--- src/design/gcs_pkg.sv ---
// Shared constants, types and codes of the grid coordinate shuffler.
`default_nettype none

package gcs_pkg;

    localparam int MAX_SIDE    = 16;
    localparam int TABLE_DEPTH = MAX_SIDE * MAX_SIDE;
    localparam int IDX_W       = $clog2(TABLE_DEPTH);
    localparam int COUNT_W     = $clog2(TABLE_DEPTH + 1);
    localparam int COORD_W     = $clog2(MAX_SIDE);
    localparam int SIDEV_W     = $clog2(MAX_SIDE + 1);

    localparam int SIDE_W   = 5;
    localparam int OPCODE_W = 2;
    localparam int RAND_W   = 31;
    localparam int CELL_W   = 4;
    localparam int STEP_W   = $clog2(RAND_W);

    localparam int APB_ADDR_W = 3;
    localparam int APB_DATA_W = 32;
    localparam int REG_IDX_W  = APB_ADDR_W - 2;

    localparam logic [REG_IDX_W-1:0] REG_GRID_SIDE = '0;
    localparam logic [SIDE_W-1:0]    GRID_SIDE_RESET = SIDE_W'(16);

    typedef enum logic [OPCODE_W-1:0] {
        OP_START   = 2'd0,
        OP_SHUFFLE = 2'd1,
        OP_READ    = 2'd2
    } opcode_t;

    typedef enum logic [3:0] {
        ST_IDLE,
        ST_FILL,
        ST_DIV,
        ST_RD_I,
        ST_RD_J,
        ST_WR_I,
        ST_WR_J,
        ST_RD_PTR,
        ST_RD_WAIT,
        ST_EMIT
    } state_t;

    typedef struct packed {
        logic [COORD_W-1:0] row;
        logic [COORD_W-1:0] col;
    } cell_t;

    typedef struct packed {
        logic             we;
        logic [IDX_W-1:0] addr;
        cell_t            wdata;
    } ram_req_t;

endpackage

`default_nettype wire

--- src/design/gcs_req_if.sv ---
// Request channel interface: opcode and random word with valid/ready.
`default_nettype none

interface gcs_req_if;
    import gcs_pkg::*;

    logic                valid;
    logic                ready;
    logic [OPCODE_W-1:0] opcode;
    logic [RAND_W-1:0]   random_word;

    modport source (output valid, output opcode, output random_word, input ready);
    modport sink (input valid, input opcode, input random_word, output ready);
endinterface

`default_nettype wire

--- src/design/gcs_rsp_if.sv ---
// Response channel interface: cell coordinates and status flags with valid/ready.
`default_nettype none

interface gcs_rsp_if;
    import gcs_pkg::*;

    logic              valid;
    logic              ready;
    logic [CELL_W-1:0] cell_row;
    logic [CELL_W-1:0] cell_col;
    logic              shuffle_done;
    logic              last;

    modport source (output valid, output cell_row, output cell_col, output shuffle_done,
                    output last, input ready);
    modport sink (input valid, input cell_row, input cell_col, input shuffle_done,
                  input last, output ready);
endinterface

`default_nettype wire

--- src/design/gcs_mod_unit.sv ---
// Bit-serial restoring remainder unit: random word modulo the shuffle bound.
`default_nettype none

module gcs_mod_unit (
    input  logic                        clk,
    input  logic                        rst_n,
    input  logic                        start,
    input  logic [gcs_pkg::RAND_W-1:0]  dividend,
    input  logic [gcs_pkg::COUNT_W-1:0] divisor,
    output logic                        done,
    output logic [gcs_pkg::COUNT_W-1:0] remainder
);
    import gcs_pkg::*;

    logic                busy_reg;
    logic                busy_next;
    logic                done_reg;
    logic                done_next;
    logic [STEP_W-1:0]   step_reg;
    logic [STEP_W-1:0]   step_next;
    logic [RAND_W-1:0]   dvd_reg;
    logic [RAND_W-1:0]   dvd_next;
    logic [COUNT_W-1:0]  rem_reg;
    logic [COUNT_W-1:0]  rem_next;
    logic [COUNT_W-1:0]  dsr_reg;
    logic [COUNT_W-1:0]  dsr_next;
    logic [COUNT_W:0]    trial;
    logic                fits;

    assign trial = {rem_reg, dvd_reg[RAND_W-1]};
    assign fits  = (trial >= {1'b0, dsr_reg});

    always_comb
    begin
        busy_next = busy_reg;
        done_next = 1'b0;
        step_next = step_reg;
        dvd_next  = dvd_reg;
        rem_next  = rem_reg;
        dsr_next  = dsr_reg;
        if (start)
        begin
            busy_next = 1'b1;
            step_next = STEP_W'(RAND_W - 1);
            dvd_next  = dividend;
            rem_next  = '0;
            dsr_next  = divisor;
        end
        else if (busy_reg)
        begin
            rem_next = fits ? COUNT_W'(trial - {1'b0, dsr_reg}) : COUNT_W'(trial);
            dvd_next = {dvd_reg[RAND_W-2:0], 1'b0};
            step_next = step_reg - 1'b1;
            if (step_reg == '0)
            begin
                busy_next = 1'b0;
                done_next = 1'b1;
            end
        end
    end

    always_ff @(posedge clk or negedge rst_n)
    begin
        if (!rst_n)
        begin
            busy_reg <= 1'b0;
            done_reg <= 1'b0;
        end
        else
        begin
            busy_reg <= busy_next;
            done_reg <= done_next;
        end
    end

    always_ff @(posedge clk)
    begin
        step_reg <= step_next;
        dvd_reg  <= dvd_next;
        rem_reg  <= rem_next;
        dsr_reg  <= dsr_next;
    end

    assign done      = done_reg;
    assign remainder = rem_reg;

endmodule

`default_nettype wire

--- src/design/gcs_cell_ram.sv ---
// Single-port cell table memory with registered read data.
`default_nettype none

module gcs_cell_ram (
    input  logic              clk,
    input  gcs_pkg::ram_req_t ram,
    output gcs_pkg::cell_t    rdata
);
    import gcs_pkg::*;

    cell_t mem [TABLE_DEPTH];
    cell_t rdata_reg;

    always_ff @(posedge clk)
    begin
        if (ram.we)
        begin
            mem[ram.addr] <= ram.wdata;
        end
        else
        begin
            rdata_reg <= mem[ram.addr];
        end
    end

    assign rdata = rdata_reg;

endmodule

`default_nettype wire

--- src/design/grid_coordinate_shuffler.sv ---
// Top level of the grid coordinate shuffler: sequencer, registers and APB port.
// A start transaction fills the cell table in row-major order, one cell per cycle; a shuffle
// transaction with entries left to swap waits on the bit-serial remainder unit (31 remainder
// steps) and then swaps two table entries through the single-port table. One transaction is
// worked on at a time; the next is taken while the previous response still waits at the output.
// The grid side register at address 0 is sampled only by a start.
`default_nettype none

module grid_coordinate_shuffler (
    input  logic                           clk,
    input  logic                           rst_n,
    gcs_req_if.sink                        req,
    gcs_rsp_if.source                      rsp,
    input  logic                           psel,
    input  logic                           penable,
    input  logic                           pwrite,
    input  logic [gcs_pkg::APB_ADDR_W-1:0] paddr,
    input  logic [gcs_pkg::APB_DATA_W-1:0] pwdata,
    output logic [gcs_pkg::APB_DATA_W-1:0] prdata,
    output logic                           pready
);
    import gcs_pkg::*;

    state_t             state_reg;
    state_t             state_next;
    logic [SIDE_W-1:0]  grid_side_reg;
    logic [SIDE_W-1:0]  grid_side_next;
    logic [SIDEV_W-1:0] side_reg;
    logic [SIDEV_W-1:0] side_next;
    logic [COUNT_W-1:0] active_reg;
    logic [COUNT_W-1:0] active_next;
    logic [IDX_W-1:0]   idx_reg;
    logic [IDX_W-1:0]   idx_next;
    logic [IDX_W-1:0]   ptr_reg;
    logic [IDX_W-1:0]   ptr_next;
    logic [COORD_W-1:0] fill_row_reg;
    logic [COORD_W-1:0] fill_row_next;
    logic [COORD_W-1:0] fill_col_reg;
    logic [COORD_W-1:0] fill_col_next;
    logic [IDX_W-1:0]   fill_k_reg;
    logic [IDX_W-1:0]   fill_k_next;
    cell_t              tmp_reg;
    cell_t              tmp_next;
    logic [CELL_W-1:0]  res_row_reg;
    logic [CELL_W-1:0]  res_row_next;
    logic [CELL_W-1:0]  res_col_reg;
    logic [CELL_W-1:0]  res_col_next;
    logic               res_last_reg;
    logic               res_last_next;
    logic               out_valid_reg;
    logic               out_valid_next;
    logic [CELL_W-1:0]  out_row_reg;
    logic [CELL_W-1:0]  out_row_next;
    logic [CELL_W-1:0]  out_col_reg;
    logic [CELL_W-1:0]  out_col_next;
    logic               out_done_reg;
    logic               out_done_next;
    logic               out_last_reg;
    logic               out_last_next;

    logic               accept;
    logic               cfg_write;
    logic               cfg_hit;
    logic [SIDEV_W-1:0] side_eff;
    logic               div_start;
    logic [COUNT_W-1:0] div_divisor;
    logic               div_done;
    logic [COUNT_W-1:0] div_rem;
    ram_req_t           ram;
    cell_t              ram_rdata;
    logic               read_last;

    gcs_mod_unit u_mod (
        .clk       (clk),
        .rst_n     (rst_n),
        .start     (div_start),
        .dividend  (req.random_word),
        .divisor   (div_divisor),
        .done      (div_done),
        .remainder (div_rem)
    );

    gcs_cell_ram u_ram (
        .clk   (clk),
        .ram   (ram),
        .rdata (ram_rdata)
    );

    assign accept      = req.valid && (state_reg == ST_IDLE);
    assign cfg_hit     = (paddr[APB_ADDR_W-1:2] == REG_GRID_SIDE);
    assign cfg_write   = psel && penable && pwrite && cfg_hit;
    assign pready      = 1'b1;
    assign prdata      = cfg_hit ? APB_DATA_W'(grid_side_reg) : '0;
    assign div_divisor = COUNT_W'(idx_reg) + COUNT_W'(1);
    assign read_last   = ((COUNT_W'(ptr_reg) + COUNT_W'(1)) >= active_reg);

    always_comb
    begin
        if (grid_side_reg == '0)
        begin
            side_eff = SIDEV_W'(1);
        end
        else if (int'(grid_side_reg) > MAX_SIDE)
        begin
            side_eff = SIDEV_W'(MAX_SIDE);
        end
        else
        begin
            side_eff = SIDEV_W'(grid_side_reg);
        end
    end

    always_comb
    begin
        state_next     = state_reg;
        grid_side_next = cfg_write ? pwdata[SIDE_W-1:0] : grid_side_reg;
        side_next      = side_reg;
        active_next    = active_reg;
        idx_next       = idx_reg;
        ptr_next       = ptr_reg;
        fill_row_next  = fill_row_reg;
        fill_col_next  = fill_col_reg;
        fill_k_next    = fill_k_reg;
        tmp_next       = tmp_reg;
        res_row_next   = res_row_reg;
        res_col_next   = res_col_reg;
        res_last_next  = res_last_reg;
        out_valid_next = rsp.ready ? 1'b0 : out_valid_reg;
        out_row_next   = out_row_reg;
        out_col_next   = out_col_reg;
        out_done_next  = out_done_reg;
        out_last_next  = out_last_reg;
        div_start      = 1'b0;
        ram.we         = 1'b0;
        ram.addr       = ptr_reg;
        ram.wdata      = tmp_reg;

        unique case (state_reg)
            ST_IDLE:
            begin
                if (accept)
                begin
                    res_row_next  = '0;
                    res_col_next  = '0;
                    res_last_next = 1'b0;
                    state_next    = ST_EMIT;
                    priority if (req.opcode == OP_START)
                    begin
                        side_next     = side_eff;
                        active_next   = COUNT_W'(side_eff) * COUNT_W'(side_eff);
                        idx_next      = IDX_W'(active_next - COUNT_W'(1));
                        ptr_next      = '0;
                        fill_row_next = '0;
                        fill_col_next = '0;
                        fill_k_next   = '0;
                        state_next    = ST_FILL;
                    end
                    else if (req.opcode == OP_SHUFFLE)
                    begin
                        if (active_reg != '0 && idx_reg != '0
                            && COUNT_W'(idx_reg) < active_reg)
                        begin
                            div_start  = 1'b1;
                            state_next = ST_DIV;
                        end
                    end
                    else if (req.opcode == OP_READ)
                    begin
                        if (active_reg != '0 && COUNT_W'(ptr_reg) < active_reg)
                        begin
                            state_next = ST_RD_PTR;
                        end
                    end
                    else
                    begin
                        state_next = ST_EMIT;
                    end
                end
            end
            ST_FILL:
            begin
                ram.we        = 1'b1;
                ram.addr      = fill_k_reg;
                ram.wdata.row = fill_row_reg;
                ram.wdata.col = fill_col_reg;
                fill_k_next   = fill_k_reg + 1'b1;
                if (fill_col_reg == COORD_W'(side_reg - 1'b1))
                begin
                    fill_col_next = '0;
                    fill_row_next = fill_row_reg + 1'b1;
                end
                else
                begin
                    fill_col_next = fill_col_reg + 1'b1;
                end
                if (COUNT_W'(fill_k_reg) == active_reg - COUNT_W'(1))
                begin
                    state_next = ST_EMIT;
                end
            end
            ST_DIV:
            begin
                if (div_done)
                begin
                    state_next = ST_RD_I;
                end
            end
            ST_RD_I:
            begin
                ram.addr   = idx_reg;
                state_next = ST_RD_J;
            end
            ST_RD_J:
            begin
                ram.addr   = IDX_W'(div_rem);
                tmp_next   = ram_rdata;
                state_next = ST_WR_I;
            end
            ST_WR_I:
            begin
                ram.we     = 1'b1;
                ram.addr   = idx_reg;
                ram.wdata  = ram_rdata;
                state_next = ST_WR_J;
            end
            ST_WR_J:
            begin
                ram.we     = 1'b1;
                ram.addr   = IDX_W'(div_rem);
                ram.wdata  = tmp_reg;
                idx_next   = idx_reg - 1'b1;
                state_next = ST_EMIT;
            end
            ST_RD_PTR:
            begin
                ram.addr   = ptr_reg;
                state_next = ST_RD_WAIT;
            end
            ST_RD_WAIT:
            begin
                res_row_next  = CELL_W'(ram_rdata.row);
                res_col_next  = CELL_W'(ram_rdata.col);
                res_last_next = read_last;
                ptr_next      = read_last ? '0 : ptr_reg + 1'b1;
                state_next    = ST_EMIT;
            end
            ST_EMIT:
            begin
                if (!out_valid_reg || rsp.ready)
                begin
                    out_valid_next = 1'b1;
                    out_row_next   = res_row_reg;
                    out_col_next   = res_col_reg;
                    out_done_next  = (active_reg != '0) && (idx_reg == '0);
                    out_last_next  = res_last_reg;
                    state_next     = ST_IDLE;
                end
            end
            default:
            begin
                state_next = ST_IDLE;
            end
        endcase
    end

    always_ff @(posedge clk or negedge rst_n)
    begin
        if (!rst_n)
        begin
            state_reg     <= ST_IDLE;
            grid_side_reg <= GRID_SIDE_RESET;
            active_reg    <= '0;
            idx_reg       <= '0;
            ptr_reg       <= '0;
            out_valid_reg <= 1'b0;
        end
        else
        begin
            state_reg     <= state_next;
            grid_side_reg <= grid_side_next;
            active_reg    <= active_next;
            idx_reg       <= idx_next;
            ptr_reg       <= ptr_next;
            out_valid_reg <= out_valid_next;
        end
    end

    always_ff @(posedge clk)
    begin
        side_reg     <= side_next;
        fill_row_reg <= fill_row_next;
        fill_col_reg <= fill_col_next;
        fill_k_reg   <= fill_k_next;
        tmp_reg      <= tmp_next;
        res_row_reg  <= res_row_next;
        res_col_reg  <= res_col_next;
        res_last_reg <= res_last_next;
        out_row_reg  <= out_row_next;
        out_col_reg  <= out_col_next;
        out_done_reg <= out_done_next;
        out_last_reg <= out_last_next;
    end

    assign req.ready        = (state_reg == ST_IDLE);
    assign rsp.valid        = out_valid_reg;
    assign rsp.cell_row     = out_row_reg;
    assign rsp.cell_col     = out_col_reg;
    assign rsp.shuffle_done = out_done_reg;
    assign rsp.last         = out_last_reg;

endmodule

`default_nettype wire

--- src/flat_wrapper.sv ---
// flat-port wrapper written by rule: the top's interface ports become plain ports
module grid_coordinate_shuffler_flat import gcs_pkg::*;
  (clk, rst_n, psel, penable, pwrite, paddr, pwdata, prdata, pready, req_valid, req_opcode, req_random_word, req_ready, rsp_valid, rsp_cell_row, rsp_cell_col, rsp_shuffle_done, rsp_last, rsp_ready);
  gcs_req_if req_i ();
  gcs_rsp_if rsp_i ();
  input  logic clk;
  input  logic rst_n;
  input  logic psel;
  input  logic penable;
  input  logic pwrite;
  input  logic [gcs_pkg::APB_ADDR_W-1:0] paddr;
  input  logic [gcs_pkg::APB_DATA_W-1:0] pwdata;
  output logic [gcs_pkg::APB_DATA_W-1:0] prdata;
  output logic pready;
  input wire logic [$bits(req_i.valid)-1:0] req_valid;
  input wire logic [$bits(req_i.opcode)-1:0] req_opcode;
  input wire logic [$bits(req_i.random_word)-1:0] req_random_word;
  output wire logic [$bits(req_i.ready)-1:0] req_ready;
  output wire logic [$bits(rsp_i.valid)-1:0] rsp_valid;
  output wire logic [$bits(rsp_i.cell_row)-1:0] rsp_cell_row;
  output wire logic [$bits(rsp_i.cell_col)-1:0] rsp_cell_col;
  output wire logic [$bits(rsp_i.shuffle_done)-1:0] rsp_shuffle_done;
  output wire logic [$bits(rsp_i.last)-1:0] rsp_last;
  input wire logic [$bits(rsp_i.ready)-1:0] rsp_ready;
  assign req_i.valid = req_valid;
  assign req_i.opcode = req_opcode;
  assign req_i.random_word = req_random_word;
  assign req_ready = req_i.ready;
  assign rsp_valid = rsp_i.valid;
  assign rsp_cell_row = rsp_i.cell_row;
  assign rsp_cell_col = rsp_i.cell_col;
  assign rsp_shuffle_done = rsp_i.shuffle_done;
  assign rsp_last = rsp_i.last;
  assign rsp_i.ready = rsp_ready;
  grid_coordinate_shuffler u_core (.clk(clk), .rst_n(rst_n), .req(req_i), .rsp(rsp_i), .psel(psel), .penable(penable), .pwrite(pwrite), .paddr(paddr), .pwdata(pwdata), .prdata(prdata), .pready(pready));
endmodule
--- config.mk ---
export PLATFORM = sky130hd
export DESIGN_NAME = grid_coordinate_shuffler_flat
export DESIGN_NICKNAME = d
export VERILOG_FILES = /design/src/design/gcs_pkg.sv /design/src/design/gcs_req_if.sv /design/src/design/gcs_rsp_if.sv /design/src/design/gcs_mod_unit.sv /design/src/design/gcs_cell_ram.sv /design/src/design/grid_coordinate_shuffler.sv /design/src/flat_wrapper.sv
export SDC_FILE = /design/constraint.sdc
export NUM_CORES = 2
export LEC_CHECK = 0
export BUFFER_PORTS_ARGS = -buffer_cell sky130_fd_sc_hd__buf_2
export CELL_PAD_IN_SITES_DETAIL_PLACEMENT = 2
export CELL_PAD_IN_SITES_GLOBAL_PLACEMENT = 2
export CORE_AREA = 8 8 459 461
export CTS_CLUSTER_SIZE = 16
export DETAILED_ROUTE_END_ITERATION = 8
export DIE_AREA = 0 0 467 469
export PLACE_DENSITY = 0.86
export SYNTH_ARGS = -nofsm -noshare
export SYNTH_HDL_FRONTEND = slang
export SYNTH_SLANG_ARGS = --single-unit
--- constraint.sdc ---
create_clock -name clk -period 11.95 [get_ports clk]
set_input_delay 2.39 -clock clk [delete_from_list [all_inputs] [get_ports clk]]
set_output_delay 2.39 -clock clk [all_outputs]
set_load 0.02 [all_outputs]
==> run_results.csv <==
group,metric,value,unit
critical_path,timing.critical_path.buf_inv,2,
timing,finalHoldViolCount,0,
cells_and_area,largest_register_ffs,2048,
min_path,worstHoldPathType,"reg -> reg",
routing,num_vias,67800,
min_path,whs_endpoint,"u_core.rsp.last",
synthesis,synthCells,7100,
routing,post_drt_wl_per_cell,40.1,um
floorplanning,die_area,219000,um^2
critical_path,cpMaxStageDelayCell,"o41ai_1",
global_route,grt_pass1_wl,561000,um
critical_path,rrSetupSlack,4.71,ns
timing,rsz0062_at_grt,"false",
power_and_ir_drop,irDropWorstVdd,0.184,mV
status,violations,"max-capacitance violations",
critical_path,cp.depth,10,
cells_and_area,stdcell_count,9946,
synthesis,ys_types,99,
critical_path,path_class,"reg -> reg",
clock_tree,postCtsSetupRepairBufs,0,
global_route,grt_pass1_vias,71700,
clock_tree,cts_buffers,225,
critical_path,worstPathCellList,"nand3_1, a21oi_2, a21o_4, buf_12, buf_4, nand3_1, a31oi_1, o21ai_0, o41ai_1, nand4_1",
synthesis,yosysWarnings,0,
placed_design,pre_cts_ws,5.08,ns
power_and_ir_drop,cellPowerDensity,157,nW/um^2
cells_and_area,stdcell_area,100000,um^2
global_route,grt_usage,0.354,
status,status,"finished, violations left",
power_and_ir_drop,p_leak,0.0337,uW
synthesis,synth_ff_type,"edfxtp_1",
floorplanning,fp-row-count,166,
placed_design,gp_congestion,0.826,
power_and_ir_drop,totalPowerFinal,15700,uW
critical_path,cp_top_family,"compound AO/OA/AOI/OAI gates",
cells_and_area,area_growth,10.4,%
clock_tree,cts_max_path_buffers,3,
critical_path,reg2reg_from,"u_core.state_reg[1]",
critical_path,end_kind,"flop",
timing,max_freq,0.138,GHz
floorplanning,initial_core_util,0.447,
timing,worst_slack,4.71,ns
routing,drt_iter0_drc,9428,
cells_and_area,final_nets,7171,
critical_path,required,12.45,ns
critical_path,crit_top_cell,"nand3_1",
cells_and_area,register_area,65500,um^2
timing,setup_viol,0,
routing,ant_nets,0,
synthesis,ys_async_sr_fraction,0.0164,
floorplanning,die_x,467,um
cells_and_area,nFillCells,19200,
floorplanning,core,203000,um^2
routing,drc,0,
cells_and_area,multi_input_area,22700,um^2
synthesis,synth-edff-count,2143,
routing,drt_wl_total,398000,um
placed_design,dpl.cell_count,9502,
timing,skew,0.0592,ns
placed_design,portBuffers,62,
timing,worst_slew_pin_slew,1.49,ns
clock_tree,cts_hold_buf,0,
min_path,min_from,"u_core.res_last_reg",
timing,drv_slew,0,
global_route,grt_antenna_before_repair,22,
min_path,holdPathStages,0,
synthesis,syn-cell-area,90900,um^2
placed_design,dpl_cell_area,93200,um^2
synthesis,ys_ff_latch,2193,
clock_tree,numClockSinks,2193,
critical_path,worst_setup_path_start_kind,"flop",
synthesis,ys_seq_area_frac,0.721,
routing,firstDrtPassIters,6,
global_route,grt_max_degree,185,
flow_run,maxCapViolCount,1,
cells_and_area,layout-drive-gt1-share,0.0862,
timing,timing.final.crit_share,0.606,
global_route,grt-ovfl-total,0,
floorplanning,die_h,469,um
timing,max-slew-margin-rel,0.000708,
critical_path,crit_arrival,7.74,ns
critical_path,slowest_delay,1.18,ns
placed_design,place_hpwl,215000,um
clock_tree,path_clk_slew,0.07,ns
critical_path,cp_max_fo,122,
clock_tree,cts_tree,"done",
timing,final.setup.tns,0,ns
critical_path,worstRegToRegCells,10,
clock_tree,clkLatencyLatePin,0.91,ns
synthesis,avgSynthCellArea,12.8,um^2
timing,layout_min_cycle_time,7.24,ns
clock_tree,cts-root-buf,"clkbuf_16",
clock_tree,cts_resized,0,
floorplanning,ios,120,
clock_tree,cts_max_level,4,
routing,viasPerCell,6.82,
critical_path,timing.rr.end,"u_core.u_ram.rdata[5]",
[worst max path at each step]
stage,startpoint,end,slack [ns]
finish,u_core.state_reg[1],u_core.u_ram.rdata[5],4.71
global route,u_core.state_reg[1],u_core.u_ram.rdata[5],4.70
CTS,u_core.state_reg[1],u_core.u_ram.rdata[5],5.12
detailed placement,u_core.state_reg[1],u_core.u_ram.rdata[5],5.08
global placement,u_core.state_reg[1],u_core.u_ram.rdata[5],5.71
floorplan,u_core.state_reg[0],u_core.u_ram.mem[0][5],1.95
[where the power goes]
part	internal (uW)	switching (uW)	total (uW)
Sequential	8310	7.73	8320
Clock	3820	3460	7270
Combinational	40.7	77.1	118
[synth_stat cells, types with 29 or more instances]
master	n	area [um^2]
nand2_1	1980	7430
a21oi_1	50	250
edfxtp_1	2143	64400
and3_1	148	926
mux4_2	29	653
buf_2	192	961
a32oi_1	83	727
clkbuf_1	153	574
a311oi_1	62	543
mux2i_1	46	460
buf_6	30	338
nor2b_1	29	181
dfrtp_1	35	876
nand3_1	941	4710
mux2_2	36	405
inv_1	43	161
nor2_1	328	1230
buf_4	105	788
a31oi_1	182	1140
o21ai_0	44	220
ha_1	49	613
[per-layer routing]
metal	GRT usage	wire [um]	vias to the layer above
li1	-	-	25800
met3	0.0812	39500	1708
met2	0.576	187000	5291
met5	0	65	-
met4	0.246	33500	10
met1	0.419	138000	35000
[layout by cell type, fill, tap and decap left out, drive strengths merged, types with 19 or more instances in the layout]
master / instances
edfxtp: 2143
xor2: 28
nand4: 21
inv: 54
nor2: 333
a31oi: 184
dfrtp: 35
nand2: 1980
xnor2: 27
nand3: 941
diode: 19
o21ai: 47
nor2b: 29
conb: 31
clkbuf: 283
and3: 149
mux4: 29
mux2: 36
nor3: 28
a211oi: 28
mux2i: 46
buf: 194
a21oi: 53
a311oi: 63
clkinv: 113
ha: 49
a32oi: 83
[kinds of logic (layout without fill, tap and decap cells)]
logic type                 count (synthesis)  after routing  share of synthesized area
and+or+nand+nor                         3545           3545                      0.168
buffers and inverters                    553            663                     0.0329
adders and majority gates                 53             53                    0.00763
DFF                                     2193           2193                      0.721
xor gates and xnor gates                  55             55                    0.00530
other                                      2             50                  0.0000826
AOI/OAI and AO/OA                        588            588                     0.0483
muxes                                    111            111                     0.0167
[final cells by class]
cell class,instances,share of cell area
flip-flops and latches,2193,0.653
well taps,2688,0.0335
repair buffers,194,0.0151
clock inverters,140,0.0119
diodes,19,0.000474
multi-input cells,4383,0.226
inverters,46,0.00172
clock buffers,283,0.0585
[stage by stage]
stage                     hold WS, ns  utilization
after global placement          0.410        0.458
after global routing            0.437        0.493
after CTS                       0.429        0.493
final                           0.426        0.493
after detailed placement        0.415        0.458
after floorplan                 0.400            -
(Power assumes the default switching activity.)
